## src/quaternion_vector_rotate_top_macros.svh

```systemverilog
// assertion macros used by the quaternion vector rotate top level
`ifndef QUATERNION_VECTOR_ROTATE_TOP_MACROS_SVH
`define QUATERNION_VECTOR_ROTATE_TOP_MACROS_SVH

// condition holds in the same cycle as the trigger
`define QVR_ASSERT_SAME(label, trig, cond, msg) \
  label: assert property (@(posedge clk) disable iff (rst) (trig) |-> (cond)) \
    else $error(msg);

// condition holds in the cycle after the trigger sequence
`define QVR_ASSERT_NEXT(label, trig, cond, msg) \
  label: assert property (@(posedge clk) disable iff (rst) (trig) |=> (cond)) \
    else $error(msg);

`endif

```

## src/qvr_pkg.sv

```systemverilog
// types and constants of the quaternion vector rotate pipeline
package qvr_pkg;

  localparam int ACCEL_WIDTH    = 16;
  localparam int QUAT_FRAC_BITS = 14;
  localparam int QUAT_WIDTH     = 16;

  // quaternion part times acceleration
  localparam int PROD1_W = QUAT_WIDTH + ACCEL_WIDTH;
  // rounded u x v, difference plus rounding bias, scaled back
  localparam int CROSS_W = PROD1_W + 2 - QUAT_FRAC_BITS;
  // quaternion part times rounded cross term
  localparam int PROD2_W = QUAT_WIDTH + CROSS_W;
  // three products, doubled, plus rounding bias
  localparam int SUM_W   = PROD2_W + 4;
  // rounded correction term
  localparam int TERM_W  = SUM_W - QUAT_FRAC_BITS;

  // stream widths, padded to whole bytes
  localparam int S_DATA_W = ((4 * QUAT_WIDTH + 3 * ACCEL_WIDTH + 7) / 8) * 8;
  localparam int M_DATA_W = ((3 * ACCEL_WIDTH + 7) / 8) * 8;

  typedef struct packed {
    logic signed [QUAT_WIDTH-1:0] w;
    logic signed [QUAT_WIDTH-1:0] x;
    logic signed [QUAT_WIDTH-1:0] y;
    logic signed [QUAT_WIDTH-1:0] z;
  } quat_t;

  typedef struct packed {
    logic signed [ACCEL_WIDTH-1:0] x;
    logic signed [ACCEL_WIDTH-1:0] y;
    logic signed [ACCEL_WIDTH-1:0] z;
  } vec_t;

  typedef struct packed {
    logic signed [CROSS_W-1:0] x;
    logic signed [CROSS_W-1:0] y;
    logic signed [CROSS_W-1:0] z;
  } cross_t;

  typedef struct packed {
    logic signed [TERM_W-1:0] x;
    logic signed [TERM_W-1:0] y;
    logic signed [TERM_W-1:0] z;
  } term_t;

  // pipeline control handed to each stage module
  typedef struct packed {
    logic en;
    logic valid;
  } pipe_ctl_t;

endpackage

```

## src/qvr_cross_a.sv

```systemverilog
// stages one and two: products of u and v, rounded cross product u x v
module qvr_cross_a (
  input  logic              clk,
  input  logic              rst,
  input  qvr_pkg::pipe_ctl_t ctl_in,
  input  qvr_pkg::quat_t    in_quat,
  input  qvr_pkg::vec_t     in_accel,
  output logic              out_valid,
  output qvr_pkg::quat_t    out_quat,
  output qvr_pkg::vec_t     out_accel,
  output qvr_pkg::cross_t   out_cross
);
  import qvr_pkg::*;

  localparam logic signed [PROD1_W+1:0] HALF1 = (PROD1_W+2)'(1) <<< (QUAT_FRAC_BITS - 1);

  logic                       valid1;
  quat_t                      quat1;
  vec_t                       accel1;
  logic signed [PROD1_W-1:0]  p_yz, p_zy, p_zx, p_xz, p_xy, p_yx;
  cross_t                     cross_next;

  // difference of two products, rounded to nearest back to accel scale
  function automatic logic signed [CROSS_W-1:0] round_diff(
    input logic signed [PROD1_W-1:0] a,
    input logic signed [PROD1_W-1:0] b
  );
    logic signed [PROD1_W+1:0] biased;
    biased = (PROD1_W+2)'(a) - (PROD1_W+2)'(b) + HALF1;
    return CROSS_W'(biased >>> QUAT_FRAC_BITS);
  endfunction

  // stage one valid
  always_ff @(posedge clk) begin
    if (rst) begin
      valid1 <= 1'b0;
    end else if (ctl_in.en) begin
      valid1 <= ctl_in.valid;
    end
  end

  // stage one products
  always_ff @(posedge clk) begin
    if (ctl_in.en) begin
      quat1  <= in_quat;
      accel1 <= in_accel;
      p_yz   <= PROD1_W'(in_quat.y) * PROD1_W'(in_accel.z);
      p_zy   <= PROD1_W'(in_quat.z) * PROD1_W'(in_accel.y);
      p_zx   <= PROD1_W'(in_quat.z) * PROD1_W'(in_accel.x);
      p_xz   <= PROD1_W'(in_quat.x) * PROD1_W'(in_accel.z);
      p_xy   <= PROD1_W'(in_quat.x) * PROD1_W'(in_accel.y);
      p_yx   <= PROD1_W'(in_quat.y) * PROD1_W'(in_accel.x);
    end
  end

  // rounded cross product
  always_comb begin
    cross_next.x = round_diff(p_yz, p_zy);
    cross_next.y = round_diff(p_zx, p_xz);
    cross_next.z = round_diff(p_xy, p_yx);
  end

  // stage two valid
  always_ff @(posedge clk) begin
    if (rst) begin
      out_valid <= 1'b0;
    end else if (ctl_in.en) begin
      out_valid <= valid1;
    end
  end

  // stage two data
  always_ff @(posedge clk) begin
    if (ctl_in.en) begin
      out_quat  <= quat1;
      out_accel <= accel1;
      out_cross <= cross_next;
    end
  end

endmodule

```

## config.mk

```make
export PLATFORM = sky130hd
export DESIGN_NAME = qvr_cross_a
export DESIGN_NICKNAME = d
export VERILOG_FILES = /design/src/quaternion_vector_rotate_top_macros.svh /design/src/qvr_pkg.sv /design/src/qvr_cross_a.sv
export SDC_FILE = /design/constraint.sdc
export NUM_CORES = 2
export LEC_CHECK = 0
export BUFFER_PORTS_ARGS = -buffer_cell sky130_fd_sc_hd__buf_2
export CAP_MARGIN = 30
export CORE_ASPECT_RATIO = 0.6
export CORE_UTILIZATION = 45
export DETAILED_ROUTE_END_ITERATION = 16
export PLACE_DENSITY = 0.68
export SETUP_SLACK_MARGIN = 0.5
export SLEW_MARGIN = 10
export SYNTH_ARGS = -nofsm -noshare
export SYNTH_HDL_FRONTEND = slang
export SYNTH_SLANG_ARGS = --single-unit
export TNS_END_PERCENT = 30
```

## constraint.sdc

```tcl
create_clock -name clk -period 10.1 [get_ports clk]
set_clock_uncertainty 0.2 [all_clocks]
set_input_delay 1.515 -clock clk [delete_from_list [all_inputs] [get_ports clk]]
set_output_delay 1.515 -clock clk [all_outputs]
set_load 0.01 [all_outputs]
```

# Word-level counts from Yosys, hierarchy flattened
# Cells that the tools add are included.
[totals] wordCells=37 register_bits=478 output_inout_bits=173 in_bits=116
[classes] n_addsub=6 n_mul=6
[ops] op="multiplier 16 x 16 -> 32 bit" n=6
[ops] op="adder 33 x 15 -> 34 bit (second input constant)" n=3
[ops] op="subtractor 32 x 32 -> 33 bit" n=3

# Depth between registers and ports, before layout
[depth] word_depth=2 ltp_mapped=24 mapped_depth_nobuf=23

# Worst setup path before layout
# No wires, ideal clock.
[synth_path] path_type="input to register" start="in in_quat[15] in the netlist's numbering" end="reg p_zy[31] (data pin)" n_path_buf=1 setup_time_ns=0.260 t_arrival_ns=7.125 required_ns=9.640 path_stages=20 setup_slack_ns=2.515 cell_sequence="clkbuf_1 nand2_1 inv_1 fa_1 fa_1 fa_1 fa_1 fa_1 inv_1 fa_1 inv_1 ha_1 a21o_1 a21o_1 a211oi_1 o311ai_0 a31oi_1 o2111ai_1 a21oi_1 xnor2_1"
[synth_via] elab_chain_len=1
[synth_rtl] element="start, declared" line="qvr_cross_a.sv:6" source="input qvr_pkg::quat_t in_quat,"
[synth_rtl] element="multiplier 16 x 16 -> 32 bit" line="qvr_cross_a.sv:48" source="p_zy <= PROD1_W'(in_quat.z) * PROD1_W'(in_accel.y);"
[synth_rtl] element="end signal, assigned" line="qvr_cross_a.sv:48"
[synth_rtl] element="end, declared" line="qvr_cross_a.sv:20" source="logic signed [PROD1_W-1:0] p_yz, p_zy, p_zx, p_xz, p_xy, p_yx;"
# No other way between the ends.
# A chain may end at the register's enable or synchronous reset.

# Worst setup path in the final report
[layout_path] start="in in_accel[18] in the netlist's numbering" end="reg p_zy[31] (data pin)"
[layout_via] elab_chain_len=1
[layout_rtl] element="start, declared" line="qvr_cross_a.sv:7" source="input qvr_pkg::vec_t in_accel,"
[layout_rtl] element="multiplier 16 x 16 -> 32 bit" line="qvr_cross_a.sv:48"
# No other way between the ends.

==> results_dict.tcl <==
set metrics [dict create \
    final_net_count 10200 \
    layout.cells.non_filler 10100 \
    htree_levels 2 \
    final_layout_size_suffix_gt1_frac 0.0614 \
    dp_hpwl_um 163000 \
    num_rows 118 \
    cts_inserted_buffers 57 \
    register_area_sq_um 14300 \
    rsz0062_at_grt "false" \
    die_y_um 325 \
    min_path_cells 0 \
    grt_pass1_vias 56600 \
    timing.final.max_slew_violations 0 \
    grt_pass1_wl_um 327000 \
    cap_violations 0 \
    post-route-min-period_ps 8100 \
    startpoint_type "primary input" \
    grt_max_degree 76 \
    clk_pin_slew_worst_paths_ps 60 \
    postRouteAntennaNets 0 \
    drc 2 \
    finalSetupViolations 0 \
    crit_arrival_ps 8340 \
    synth_edf_count 476 \
    vias 52900 \
    start_util 0.453 \
    synthDistinctLibCells 71 \
    post_cts.repair.setup_buffers 0 \
    critPathMaxFanout 33 \
    netlist_area_sq_um 78200 \
    avgSynthCellArea_sq_um 10.2 \
    finalInstanceArea_sq_um 84100 \
    cts_tree "yes" \
    clock-sinks 478 \
    clk_latency_ps 710 \
    fp.coreArea_sq_um 173000 \
    hold_viol 0 \
    io_pins 289 \
    wl_um 203000 \
    holdCritPathClass "register to register" \
    placed_cell_area_sq_um 82000 \
    cts-root-buf "clkbuf_16" \
    worst-setup-path-type "primary input to register" \
    setup_tns_ps 0 \
    area_delta_synth_final_pct 7.45 \
    drt-initial-drc-count 4389 \
    routedWlPerCell_um 20.0 \
    gp_congestion 0.942 \
    syn_inst 7677 \
    synth_flop_cell "edfxtp_1" \
    fp.dieArea_sq_um 176000 \
    layout_commonest_cell "inv_1" \
    async_reset_ff_frac 0 \
    fin_crit_sh 0.802 \
    drt_first_pass_iters 14 \
    max_freq_mhz 123 \
    n_fill_cell 15600 \
    status "finished with violations" \
    end_kind "register" \
    required_ps 10340 \
    most-common-layout-cells "inv_1 (1854), fa_1 (1572), nand2_1 (759)" \
    syn_nets 10000 \
    grtUsageTotal 0.241 \
    synth_seq_area_share 0.183 \
    cts_hold_buf 0 \
    worst_pin_slew_ps 1060 \
    multiInputGateArea_sq_um 55800 \
    die_x_um 540 \
    cts_buffer_depth 3 \
    antenna_found_initial 19 \
    slew_headroom 0.293 \
    r2r_cells 11 \
    violations "DRC" \
    ys_seq_elements 478 \
    overflow 0 \
    dp_cells 10000 \
    post_cts_resized 0 \
    yosys_warnings 0 \
    vias_per_cell 5.22 \
    portBuffers 288 \
]
state kept, by name, summed over array words and instances, names as in the netlist:
register	flops
out_quat	64
out_cross	60
quat1	64
p_yx	32
p_yz	32
out_accel	48
p_xz	32
p_zy	32
p_xy	32
accel1	48
valid1	1
out_valid	1
p_zx	32
final timing paths:
check | startpoint | endpoint | slack (ps)
hold reg to reg | quat1[31]$_DFFE_PP_ | out_quat[31]$_DFFE_PP_ | 210
setup reg to reg | p_xy[4]$_DFFE_PP_ | out_cross[13]$_DFFE_PP_ | 6050
setup / recovery | in_accel[18] | p_zy[31]$_DFFE_PP_ | 2000
hold / removal | quat1[31]$_DFFE_PP_ | out_quat[31]$_DFFE_PP_ | 210
Yosys cell counts, types with 4 or more instances:
master | count | area, sq um
o311ai_0 | 4 | 35.0
o211ai_1 | 14 | 105
edfxtp_1 | 476 | 14300
inv_1 | 1854 | 6960
o2111ai_1 | 4 | 35.0
a221oi_1 | 4 | 35.0
nand2b_1 | 49 | 307
a311oi_1 | 5 | 43.8
nand3b_1 | 6 | 45.0
o211a_1 | 4 | 40.0
nor2b_1 | 23 | 144
or2_2 | 8 | 50.1
nand2_1 | 759 | 2850
nand3_1 | 44 | 220
a2111o_1 | 4 | 45.0
nor2_1 | 205 | 769
or3_1 | 15 | 93.8
a31o_2 | 6 | 52.6
o21a_1 | 24 | 180
nand4_1 | 15 | 93.8
nor4_1 | 7 | 43.8
nor3_1 | 40 | 200
a21oi_1 | 185 | 926
xnor2_1 | 199 | 1740
a21boi_0 | 7 | 52.6
ha_1 | 678 | 8480
and3_1 | 15 | 93.8
a31oi_1 | 18 | 113
o21ai_0 | 94 | 470
and2_1 | 750 | 4690
fa_1 | 1572 | 31500
o22ai_1 | 4 | 25.0
o21bai_1 | 36 | 270
a211oi_1 | 19 | 143
a21o_1 | 103 | 773
a2111oi_0 | 4 | 35.0
clkbuf_1 | 293 | 1100
o31ai_1 | 8 | 60.1
o41ai_1 | 5 | 43.8
a211o_1 | 6 | 52.6
xor2_1 | 57 | 499
layer usage:
layer / vias to the layer above / wire length, um / track usage / part of all wire
li1: 23400 / - / - / -
met1: 27100 / 94000 / 0.371 / 0.46
met2: 2171 / 83600 / 0.343 / 0.41
met5: - / 63 / 0 / 0.00031
met4: 10 / 4410 / 0.0485 / 0.022
met3: 225 / 21000 / 0.0592 / 0.10
through the flow:
stage / hold WS, ps / util / setup slack (ps)
finish: 214 / 0.487 / 2000
global route: 211 / 0.487 / 1770
CTS: 217 / 0.487 / 2110
detailed placement: 205 / 0.475 / 1400
global placement: 200 / 0.475 / 1510
floorplan: 200 / - / 2520
final cells by class:
class                           instances  share of cell area
Inverter                             1855              0.0828
Antenna cell                            2           0.0000595
Sequential cell                       478               0.171
Timing Repair Buffer                  362              0.0246
Clock buffer                           69              0.0180
Tap cell                             2280              0.0339
Clock inverter                         39             0.00589
Multi-Input combinational cell       5049               0.664
logic make-up (layout without fill, tap and decap cells):
| group | count (synthesis) | after routing | share of synthesized area |
|---|---|---|---|
| AO/OA/AOI/OAI | 593 | 593 | 0.0499 |
| XOR/XNOR | 256 | 256 | 0.0287 |
| adder cells (fa/ha/maj) | 2250 | 2250 | 0.511 |
| buffers and inverters | 2150 | 2325 | 0.103 |
| flip-flops | 478 | 478 | 0.183 |
| multiplexers | 3 | 3 | 0.000384 |
| other | 0 | 2 | 0 |
| AND/OR/NAND/NOR | 1947 | 1947 | 0.124 |
critical path, cell delays in order:
cell and delay, ps:
buf_2 700, nand2_1 210, inv_1 120, fa_1 570
fa_1 910, fa_1 530, fa_1 520, fa_1 500
inv_1 50, fa_1 480, inv_1 40, ha_1 350
and4_1 250, nand3_1 110, o311ai_0 670, a31oi_1 260
o2111ai_1 260, a21oi_1 110, xnor2_1 130
Power is left out: the tool's default activity adds up to more than one toggle a clock period on the data nets, which glitch-free logic cannot reach.
