==> config.mk <==
export PLATFORM = sky130hd
export DESIGN_NAME = qvr_sat
export DESIGN_NICKNAME = d
export VERILOG_FILES = /design/src/quaternion_vector_rotate_top_macros.svh /design/src/qvr_pkg.sv /design/src/qvr_sat.sv
export SDC_FILE = /design/constraint.sdc
export NUM_CORES = 1
export LEC_CHECK = 0
export BUFFER_PORTS_ARGS = -buffer_cell sky130_fd_sc_hd__buf_4
export CORE_ASPECT_RATIO = 0.7
export CORE_MARGIN = 2
export CORE_UTILIZATION = 54
export DETAILED_ROUTE_END_ITERATION = 12
export GPL_ROUTABILITY_DRIVEN = 0
export PLACE_DENSITY = 0.82
export SLEW_MARGIN = 20
export SYNTH_ARGS = -nofsm -noshare
export SYNTH_HDL_FRONTEND = slang
export SYNTH_SLANG_ARGS = --single-unit
==> constraint.sdc <==
create_clock -name clk -period 6.4 [get_ports clk]
set_clock_uncertainty 0.15 [all_clocks]
set_input_delay 1.92 -clock clk [delete_from_list [all_inputs] [get_ports clk]]
set_output_delay 1.92 -clock clk [all_outputs]
set_load 0.02 [all_outputs]
==> src/quaternion_vector_rotate_top_macros.svh <==
// assertion macros used by the quaternion vector rotate top level
`ifndef QUATERNION_VECTOR_ROTATE_TOP_MACROS_SVH
`define QUATERNION_VECTOR_ROTATE_TOP_MACROS_SVH

// condition holds in the same cycle as the trigger
`define QVR_ASSERT_SAME(label, trig, cond, msg) \
  label: assert property (@(posedge clk) disable iff (rst) (trig) |-> (cond)) \
    else $error(msg);

// condition holds in the cycle after the trigger sequence
`define QVR_ASSERT_NEXT(label, trig, cond, msg) \
  label: assert property (@(posedge clk) disable iff (rst) (trig) |=> (cond)) \
    else $error(msg);

`endif

==> src/qvr_pkg.sv <==
// types and constants of the quaternion vector rotate pipeline
package qvr_pkg;

  localparam int ACCEL_WIDTH    = 16;
  localparam int QUAT_FRAC_BITS = 14;
  localparam int QUAT_WIDTH     = 16;

  // quaternion part times acceleration
  localparam int PROD1_W = QUAT_WIDTH + ACCEL_WIDTH;
  // rounded u x v, difference plus rounding bias, scaled back
  localparam int CROSS_W = PROD1_W + 2 - QUAT_FRAC_BITS;
  // quaternion part times rounded cross term
  localparam int PROD2_W = QUAT_WIDTH + CROSS_W;
  // three products, doubled, plus rounding bias
  localparam int SUM_W   = PROD2_W + 4;
  // rounded correction term
  localparam int TERM_W  = SUM_W - QUAT_FRAC_BITS;

  // stream widths, padded to whole bytes
  localparam int S_DATA_W = ((4 * QUAT_WIDTH + 3 * ACCEL_WIDTH + 7) / 8) * 8;
  localparam int M_DATA_W = ((3 * ACCEL_WIDTH + 7) / 8) * 8;

  typedef struct packed {
    logic signed [QUAT_WIDTH-1:0] w;
    logic signed [QUAT_WIDTH-1:0] x;
    logic signed [QUAT_WIDTH-1:0] y;
    logic signed [QUAT_WIDTH-1:0] z;
  } quat_t;

  typedef struct packed {
    logic signed [ACCEL_WIDTH-1:0] x;
    logic signed [ACCEL_WIDTH-1:0] y;
    logic signed [ACCEL_WIDTH-1:0] z;
  } vec_t;

  typedef struct packed {
    logic signed [CROSS_W-1:0] x;
    logic signed [CROSS_W-1:0] y;
    logic signed [CROSS_W-1:0] z;
  } cross_t;

  typedef struct packed {
    logic signed [TERM_W-1:0] x;
    logic signed [TERM_W-1:0] y;
    logic signed [TERM_W-1:0] z;
  } term_t;

  // pipeline control handed to each stage module
  typedef struct packed {
    logic en;
    logic valid;
  } pipe_ctl_t;

endpackage

==> src/qvr_sat.sv <==
// stage five: add correction to the sensor vector, saturate, output register
module qvr_sat (
  input  logic              clk,
  input  logic              rst,
  input  qvr_pkg::pipe_ctl_t ctl_in,
  input  qvr_pkg::vec_t     in_accel,
  input  qvr_pkg::term_t    in_term,
  output logic              out_valid,
  output qvr_pkg::vec_t     out_world,
  output logic              out_saturated
);
  import qvr_pkg::*;

  localparam logic signed [TERM_W:0] SAT_MAX =
    (TERM_W+1)'((64'sd1 <<< (ACCEL_WIDTH - 1)) - 64'sd1);
  localparam logic signed [TERM_W:0] SAT_MIN = -SAT_MAX - (TERM_W+1)'(1);

  logic signed [TERM_W:0] sum_x, sum_y, sum_z;
  vec_t                   world_next;
  logic                   clip_next;

  function automatic logic signed [ACCEL_WIDTH-1:0] clamp(input logic signed [TERM_W:0] v);
    logic signed [ACCEL_WIDTH-1:0] r;
    priority if (v > SAT_MAX) begin
      r = ACCEL_WIDTH'(SAT_MAX);
    end else if (v < SAT_MIN) begin
      r = ACCEL_WIDTH'(SAT_MIN);
    end else begin
      r = ACCEL_WIDTH'(v);
    end
    return r;
  endfunction

  function automatic logic is_clipped(input logic signed [TERM_W:0] v);
    return (v > SAT_MAX) || (v < SAT_MIN);
  endfunction

  // final add and clamp
  always_comb begin
    sum_x = (TERM_W+1)'(in_accel.x) + (TERM_W+1)'(in_term.x);
    sum_y = (TERM_W+1)'(in_accel.y) + (TERM_W+1)'(in_term.y);
    sum_z = (TERM_W+1)'(in_accel.z) + (TERM_W+1)'(in_term.z);
    world_next.x = clamp(sum_x);
    world_next.y = clamp(sum_y);
    world_next.z = clamp(sum_z);
    clip_next = is_clipped(sum_x) || is_clipped(sum_y) || is_clipped(sum_z);
  end

  // output valid
  always_ff @(posedge clk) begin
    if (rst) begin
      out_valid <= 1'b0;
    end else if (ctl_in.en) begin
      out_valid <= ctl_in.valid;
    end
  end

  // output data
  always_ff @(posedge clk) begin
    if (ctl_in.en) begin
      out_world     <= world_next;
      out_saturated <= clip_next;
    end
  end

endmodule

# After elaboration in Yosys (flattened, before gate mapping)

Index checks and enable logic that the tools add are counted.

Memory bits (read-only): 0
Input port bits: 130
Memories kept: 0
Latch bits: 0
Output and inout port bits: 50
Register bits: 50
Bits in writable memories: 0
Word-level logic and storage cells: 22

$add $sub $neg: 3
Bitwise gates (word level): 0
Reductions and logical operators: 5
Shift operators: 0
Magnitude comparators: 6
Multiply operators: 0
Muxes and demuxes: 3
Equal/unequal tests: 0
Div/mod/pow operators: 0

Operator list:

| operator                                                         | number |
|---|---|
| adder 16 x 26 -> 27 bit                                          | 3 |
| greater-than comparator 27 x 16 -> 1 bit (second input constant) | 3 |
| < comparator 27 x 16 -> 1 bit (second input constant)            | 3 |
| two-way mux 16 bit                                               | 3 |
| logical OR 1 bit                                                 | 5 |

# Depth between registers and ports, before layout

Gate-level depths: netlist (run 1).

Word-level depth: 5
Gate-level depth with buffers: 14

# Worst setup path before layout (run 1)

OpenSTA, ideal clock, no wires.

Kind: input to register
Start: in in_accel[16] in the netlist's numbering
End: reg out_world[16] in the netlist's numbering (data pin)
Path buffers: 1
Path slack: 1.268 ns
Setup time: 0.254 ns
Stages: 14
Arrival time: 4.727 ns
Cells stage by stage: ha_1 > inv_1 > fa_1 > nand2b_1 > a21oi_2 > o21a_1 > or3_4 > o311ai_4 > nand3_1 > or4_1 > nor4_2 > nor2_2 > buf_6 > o21a_1

Word-level cells in the longest chain between the ends: 3
Elaborated cells between the ends (all ways): 4
Those cells by class: 1 x add/sub; 2 x order compare; 1 x mux

Ends and longest elaborated chain:

| item                          | RTL line      | RTL |
|---|---|---|
| start: declaration            | qvr_sat.sv:6  | `input qvr_pkg::vec_t in_accel,` |
| adder 16 x 26 -> 27 bit *     | qvr_sat.sv:41 | `sum_y = (TERM_W+1)'(in_accel.y) + (TERM_W+1)'(in_term.y);` |
| < comparator 27 x 16 -> 1 bit | qvr_sat.sv:26 | `end else if (v < SAT_MIN) begin` |
| two-way mux 16 bit            | qvr_sat.sv:26 |  |
| end signal: assignment        | qvr_sat.sv:61 | `out_world <= world_next;` |
| end: declaration              | qvr_sat.sv:9  | `output qvr_pkg::vec_t out_world,` |

Mark *: on every way between the ends. The rest lies on a longest branch, timed or not.
A chain may end at the register's enable or synchronous reset.

# Worst setup path in the final report (run 1)

Start: in in_accel[31] in the netlist's numbering
End: reg out_world[28] in the netlist's numbering (data pin)

The elaborated chain is that of the path after synthesis.

==> results of run 1 <==
==> cell usage in the layout (no fill, tap or decap), drive strengths merged, types with 4 or more instances in the layout <==
cell type / synthesis / layout
a211o: 4 / 4
a211oi: 15 / 15
a21o: 21 / 21
a21oi: 93 / 93
a221oi: 6 / 6
a31oi: 6 / 6
and2: 10 / 10
and3: 10 / 10
and4: 4 / 4
buf: 5 / 180
clkbuf: 17 / 5
edfxtp: 49 / 49
ha: 78 / 78
inv: 31 / 33
nand2: 65 / 65
nand2b: 10 / 10
nand3: 14 / 14
nand4: 18 / 18
nor2: 54 / 54
nor2b: 7 / 7
nor3: 20 / 20
o2111ai: 6 / 6
o211ai: 17 / 17
o21a: 18 / 18
o21ai: 69 / 69
o21bai: 8 / 8
o311ai: 5 / 5
o31ai: 5 / 5
or3: 6 / 6
xnor2: 31 / 31
xor2: 29 / 29
==> registers in the layout (all words and copies together), names as in the netlist <==
| signal | flops |
|---|---|
| out_world | 48 |
| out_saturated | 1 |
| out_valid | 1 |
==> cell type report <==
cell class	count	area share, %
multi-input combinational	670	58.8
sequential	50	18.6
timing repair buffer	180	16.8
tap	157	2.45
clock buffer	5	1.56
inverter	31	1.45
clock inverter	3	0.281
==> worst paths after layout <==
| check | end | slack, ns | cells past startpoint |
|---|---|---|---|
| setup / recovery | out_world[28] | 1.01 | 12 |
| hold / removal | out_valid | 0.36 | 2 |
| setup reg to reg | out_valid | 5.66 | 2 |
| hold reg to reg | out_valid | 0.36 | 2 |
==> cell families after synthesis <==
group / Yosys count / synth area share [%]
DFF: 50 / 23.2
xor gates and xnor gates: 60 / 8.16
AOI/OAI and AO/OA: 294 / 30.4
adders and majority gates: 81 / 16.1
and+or+nand+nor: 230 / 17.9
buffers and inverters: 53 / 3.48
muxes: 5 / 0.836
==> power breakdown <==
part           switching (mW)  total, mW  internal, mW
Clock                   0.115      0.262         0.147
Combinational           0.444      0.772         0.327
Sequential             0.0180      0.439         0.421
Total                   0.578       1.47         0.895
==> per-layer routing <==
metal / track usage (%) / up-vias
met2: 40.5 / 357
met4: 5.70 / 0
met3: 6.49 / 39
li1: - / 3275
met1: 39.8 / 3002
met5: 0 / -
==> Yosys cell counts, types with 8 or more instances <==
cell                       count
sky130_fd_sc_hd__nand2_1      65
sky130_fd_sc_hd__o211ai_1     15
sky130_fd_sc_hd__ha_1         78
sky130_fd_sc_hd__nor2_1       53
sky130_fd_sc_hd__o21a_1       18
sky130_fd_sc_hd__and3_1        8
sky130_fd_sc_hd__xor2_1       29
sky130_fd_sc_hd__inv_1        31
sky130_fd_sc_hd__a21o_1       21
sky130_fd_sc_hd__o21bai_1      8
sky130_fd_sc_hd__xnor2_1      31
sky130_fd_sc_hd__clkbuf_1     17
sky130_fd_sc_hd__nand4_1      18
sky130_fd_sc_hd__a21oi_1      86
sky130_fd_sc_hd__edfxtp_1     49
sky130_fd_sc_hd__nor3_1       20
sky130_fd_sc_hd__o21ai_0      61
sky130_fd_sc_hd__and2_1        8
sky130_fd_sc_hd__a211oi_1     13
sky130_fd_sc_hd__nand2b_1     10
sky130_fd_sc_hd__nand3_1      14
==> worst max-delay path, cell delays in order <==
cell,delay (ns)
sky130_fd_sc_hd__buf_4,0.16
sky130_fd_sc_hd__ha_1,0.42
sky130_fd_sc_hd__and2_4,0.22
sky130_fd_sc_hd__and3_4,0.18
sky130_fd_sc_hd__a221oi_1,0.39
sky130_fd_sc_hd__o21ai_1,0.25
sky130_fd_sc_hd__xnor2_1,0.25
sky130_fd_sc_hd__nand3_1,0.10
sky130_fd_sc_hd__or4_1,0.53
sky130_fd_sc_hd__nor4_2,0.40
sky130_fd_sc_hd__nor2_2,0.21
sky130_fd_sc_hd__o21a_1,0.23
==> per-stage QoR <==
step                cells  power, mW  hold slack (ns)  utilization [%]
global placement     1088       1.19            0.331             67.4
floorplan             773      0.951            0.429                -
detailed placement   1088       1.20            0.347             67.4
finish               1096       1.47            0.360             68.7
CTS                  1096       1.47            0.363             68.7
global route         1096       1.56            0.403             68.7
==> run metrics, run 1 <==
Least-Margin Pin Slew=0.772 ns; buffer depth of the longest clock path=2; register bit count reported by yosys=50; combined global-route utilization of all metal layers=between 20 and 30%; Clock Pin Slew Worst Setup and Hold Paths=around 0.07 ns; Hold Crit Start=out_valid; total of fill cells in the finished design=~1.0k; Total Die Area=12800 sq um; core region area=~12000 sq um; Initial Utilization=approximately 55%; Final Hold Vio Count=0; buffer count from post-CTS setup fixing=0; vias in the first global route=slightly below 6k; Leakage=approximately 3.5 nW; setup repair after global routing missed its margin=false; uppermost signal routing layer after detailed routing=met4; Data arrival, critical path=roughly 5.3 ns; IR drop worst, VDD=0.106 mV; Syn Inst Count=just under 800; Worst setup EP type=flop; maximum number of pins on one net before global-route repair=slightly above 50; Max Clock Freq=186 MHz; clock tree from TritonCTS=built; data required time at the worst endpoint=between 6 and 7 ns; io pins=180; startpoint types=input port; TritonCTS buffer count=5; shortest clock period the worst path allows after layout=5.39 ns; Syn-to-layout area delta=24.7%; remaining max-slew budget at the tightest pin=48.3%; Tcrit/Tclk final=approximately 84%; Crit. Startpoint=in_accel[31]; post-placement setup slack=around 0.81 ns; Max Cap Violations=0; FP Rows=33; insertion delay to the later sink of the worst-skew pair=between 0.2 and 0.3 ns; outcome=finished, final reports clean; height of the chip=95.4 um; Async SR Flop Fraction=0%; final count of pins violating max slew=0; ys flop type=sky130_fd_sc_hd__edfxtp_1; amount of wire on met2 after detailed routing=around 7500 um; EDFF count, synth=a little under 50; smallest setup slack after layout=1.01 ns; Net Count, Synth=984; power per unit of standard cell area=between 150 and 200 nW/um^2; number of design rule violations left after detail routing=0; startpoint of the most critical register-to-register path=out_valid; number of search-and-repair iterations in the first detailed-routing pass=6; Yosys warning count=0; FF/Latch Area=around 1500 sq um; portion of the post-synthesis area used by sequential elements=23.2%; area of all placed cells without fillers=8030 sq um; vias per cell=around 6.1; count of buffers from port buffering=179; kind of critical path=input port to flop; Unique masters post-synth=77; count of endpoints failing setup in the final report=0; peak fanout along the critical path=14; average footprint of a synthesized cell=roughly 8.3 sq um; total gr overflow=0; via count=6673; fraction of post-synthesis cell area in the top cell type by area=a little under a quarter; wire length of the first global-routing pass=28300 um; cell taking the most area after synthesis=sky130_fd_sc_hd__edfxtp_1; wire length reported by the detailed router=approximately 18000 um; horizontal die dimension=between 100 and 150 um; remaining antenna violation count after routing=0; dpl cell area=between 7000 and 8000 sq um; final HPWL from detailed placement=~15000 um; count of inserted antenna diode cells=0; WL met1=approximately 8400 um; count of clock tree sinks=50; Iter 0 DRT Violations=586; share of layout cells above drive strength 1=between 20 and 25%; area taken by multi-input logic gates=4720 sq um; cell area after technology mapping=6440 sq um; buffer cell driving the clock tree root=sky130_fd_sc_hd__clkbuf_16; maximum level of the CTS H-tree=2; final setup TNS=0 ns; routed length on met3=roughly 1800 um; fin nets=roughly 1.1k; Hold/Removal Path Class=flop to flop; cells taking the most area after synthesis=sky130_fd_sc_hd__edfxtp_1, sky130_fd_sc_hd__ha_1, sky130_fd_sc_hd__a21oi_1; cells resized by post-CTS repair=0; antenna violations before repair=0; # hold bufs at CTS=0; WL per Instance=~16 um
Note: power is estimated with default switching activity, not from simulation.
==> inputs of run 2 (changes only) <==
Settings changed: ABC_AREA set to 1, CORE_UTILIZATION 54 to 51, PLACE_DENSITY 0.82 to 0.79.
Clock period 6.4 ns to 4.4 ns, I/O delays scaled along.
==> run 2 against run 1 <==
Effect of this change: hold slack improved by 0.0014 ns; total power increased by 72%; final area increased by 20%; critical endpoint is now out_saturated.
==> run metrics, run 2 <==
# hold bufs at CTS=0 (unchanged); maximum number of pins on one net before global-route repair=51 (unchanged); Yosys warning count=0 (unchanged); register with the most flip-flops=out_world (unchanged); via count=8908 (was 6673); Async SR Flop Fraction=0% (unchanged); smallest setup slack after layout=0.636 ns (was 1.01 ns); Syn-to-layout area delta=21.6% (was 24.7%); kind of critical path=input port to flop (unchanged); wire length of the first global-routing pass=37300 um (was 28300 um); peak fanout along the critical path=16 (was 14); setup repair after global routing missed its margin=false (unchanged); count of inserted antenna diode cells=0 (unchanged); final HPWL from detailed placement=19500 um (was 14800 um); io pins=180 (unchanged); total gr overflow=0 (unchanged); shortest clock period the worst path allows after layout=around 3.8 ns; biggest regs=out_world: 48 flops, out_saturated: 1 flops, out_valid: 1 flops (unchanged); buffer depth of the longest clock path=2 (unchanged); Unique masters post-synth=43 (was 77); data required time at the worst endpoint=4.30 ns (was 6.29 ns); final setup TNS=0 ns (unchanged); Least-Margin Pin Slew=0.672 ns (was 0.772 ns); max reg flops=48 (unchanged); IR drop worst, VDD=0.187 mV (was 0.106 mV); buffer count from post-CTS setup fixing=0 (unchanged); FP Rows=38 (was 33); remaining antenna violation count after routing=0 (unchanged); Layout Utilization=62.9% (was 68.7%); TritonCTS buffer count=5 (unchanged); clock tree from TritonCTS=built (unchanged); remaining max-slew budget at the tightest pin=55.2% (was 48.3%); average footprint of a synthesized cell=5.89 sq um (was 8.33 sq um); Initial Utilization=51.7% (was 55.1%); vias per cell=5.14 (was 6.09); Hold/Removal Path Class=flop to flop (unchanged); Leakage=5.59 nW (was 3.47 nW); outcome=finished, final reports clean (unchanged); wire length reported by the detailed router=22500 um (was 18000 um); register bit count reported by yosys=50 (unchanged); most common cell in the synthesized netlist=sky130_fd_sc_hd__nand2_1 (was sky130_fd_sc_hd__a21oi_1); cells resized by post-CTS repair=0 (unchanged); number of design rule violations left after detail routing=0 (unchanged); Max Clock Freq=roughly 270 MHz; cell area after technology mapping=7940 sq um (was 6440 sq um); horizontal die dimension=153 um (was 135 um); power per unit of standard cell area=262 nW/um^2 (was 184 nW/um^2); Min-Delay Path Depth=2 (unchanged); Worst setup EP type=flop (unchanged); count of endpoints failing setup in the final report=0 (unchanged); most common cell after layout, fill and taps aside=sky130_fd_sc_hd__nand2_1 (was sky130_fd_sc_hd__buf_4); Net Count, Synth=1560 (was 984); post-placement setup slack=0.376 ns (was 0.808 ns); count of buffers from port buffering=179 (unchanged); path depth of the worst reg2reg path=2 (unchanged); height of the chip=108 um (was 95.4 um); ys flop type=sky130_fd_sc_hd__edfxtp_1 (unchanged); portion of the post-synthesis area used by sequential elements=18.8% (was 23.2%); final count of pins violating max slew=0 (unchanged); Iter 0 DRT Violations=844 (was 586); core region area=15400 sq um (was 11700 sq um); fraction of post-synthesis cell area in the top cell type by area=27.5% (was 22.9%); maximum level of the CTS H-tree=2 (unchanged); commonest cells after routing, fill and taps aside=sky130_fd_sc_hd__nand2_1, sky130_fd_sc_hd__inv_1, sky130_fd_sc_hd__buf_4, sky130_fd_sc_hd__nand3_1, sky130_fd_sc_hd__nor2_1 (was sky130_fd_sc_hd__buf_4, sky130_fd_sc_hd__a21oi_1, sky130_fd_sc_hd__ha_1, sky130_fd_sc_hd__nand2_1, sky130_fd_sc_hd__o21ai_0); Syn Inst Count=1349 (was 773); antenna violations before repair=0 (unchanged); combined global-route utilization of all metal layers=27.0% (was 27.1%); Tcrit/Tclk final=around 86%; buffer cell driving the clock tree root=sky130_fd_sc_hd__clkbuf_16 (unchanged); startpoint types=input port (unchanged); EDFF count, synth=49 (unchanged); WL per Instance=13.0 um (was 16.4 um); leading cell types by count after synthesis=sky130_fd_sc_hd__nand2_1, sky130_fd_sc_hd__inv_1, sky130_fd_sc_hd__nand3_1, sky130_fd_sc_hd__nor2_1, sky130_fd_sc_hd__ha_1 (was sky130_fd_sc_hd__a21oi_1, sky130_fd_sc_hd__ha_1, sky130_fd_sc_hd__nand2_1, sky130_fd_sc_hd__o21ai_0, sky130_fd_sc_hd__nor2_1); vias in the first global route=7936 (was 5904); Total Die Area=16600 sq um (was 12800 sq um); number of search-and-repair iterations in the first detailed-routing pass=7 (was 6); Final Hold Vio Count=0 (unchanged); cells taking the most area after synthesis=sky130_fd_sc_hd__nand2_1, sky130_fd_sc_hd__edfxtp_1, sky130_fd_sc_hd__ha_1 (was sky130_fd_sc_hd__edfxtp_1, sky130_fd_sc_hd__ha_1, sky130_fd_sc_hd__a21oi_1); fin nets=1742 (was 1149); insertion delay to the later sink of the worst-skew pair=0.29 ns (about the same); Max Cap Violations=0 (unchanged); share of layout cells above drive strength 1=15.6% (was 23.0%); count of clock tree sinks=50 (unchanged); Clock Pin Slew Worst Setup and Hold Paths=0.07 ns (about the same); cell taking the most area after synthesis=sky130_fd_sc_hd__nand2_1 (was sky130_fd_sc_hd__edfxtp_1); Data arrival, critical path=3.66 ns (was 5.27 ns)
[run 2: final cells by class]
| type | instances | area [sq um] |
|---|---|---|
| timing repair buffer | 183 | 1370 |
| multi-input combinational | 1063 | 5520 |
| clock inverter | 3 | 40.0 |
| tap | 200 | 250 |
| sequential | 50 | 1490 |
| clock buffer | 5 | 125 |
| inverter | 228 | 856 |
| fill | 1490 | 5700 |
[run 2: metal layers]
layer  routed length [um]  track usage (%)
met3                 2060             4.09
met4                  218             4.17
met1                10900             40.1
met2                 9380             42.1
met5                    0                0
[run 2: worst paths after layout]
kind / slack (ns) / start / end
setup / recovery: 0.64 / in_accel[0] / out_saturated
hold / removal: 0.36 / out_valid / out_valid
setup reg to reg: 3.65 / out_valid / out_valid
hold reg to reg: 0.36 / out_valid / out_valid
[run 2: cell families after synthesis]
kind of cell,after synthesis,synth area share [%]
AO/OA/AOI/OAI,96,6.87
XOR/XNOR,46,5.17
multiplexers,1,0.126
adder cells (fa/ha/maj),81,13.0
AND/OR/NAND/NOR,839,44.3
flip-flops,50,18.8
buffers and inverters,236,11.7
[run 2: critical path, cell delays in order]
cell	delay, ns
sky130_fd_sc_hd__buf_4	0.08
sky130_fd_sc_hd__ha_1	0.19
sky130_fd_sc_hd__inv_1	0.07
sky130_fd_sc_hd__fa_1	0.39
sky130_fd_sc_hd__inv_1	0.10
sky130_fd_sc_hd__nand3_1	0.08
sky130_fd_sc_hd__nand2_2	0.15
sky130_fd_sc_hd__nand2_1	0.07
sky130_fd_sc_hd__nand2_1	0.10
sky130_fd_sc_hd__nand2_1	0.12
sky130_fd_sc_hd__nand2_1	0.11
sky130_fd_sc_hd__nand2_1	0.07
sky130_fd_sc_hd__nand2_1	0.06
sky130_fd_sc_hd__nand2_1	0.05
sky130_fd_sc_hd__nand2_1	0.07
sky130_fd_sc_hd__inv_1	0.04
sky130_fd_sc_hd__nor2_1	0.13
sky130_fd_sc_hd__nand3_2	0.11
sky130_fd_sc_hd__nand2_4	0.17
sky130_fd_sc_hd__nand2_1	0.07
sky130_fd_sc_hd__inv_1	0.06
sky130_fd_sc_hd__nand2_1	0.04
[run 2: stage by stage]
step | power (mW) | instances | cell area, sq um | hold WS, ns
after floorplan | 1.63 | 1349 | 7940 | 0.429
after global placement | 2.07 | 1724 | 9490 | 0.328
after detailed placement | 2.09 | 1724 | 9490 | 0.343
after CTS | 2.52 | 1732 | 9660 | 0.366
after global routing | 2.73 | 1732 | 9660 | 0.431
final | 2.53 | 1732 | 9660 | 0.362
[run 2: report_power, final]
group,internal [mW],switching (mW)
Sequential,0.650,0.0297
Clock,0.266,0.169
Combinational,0.537,0.883
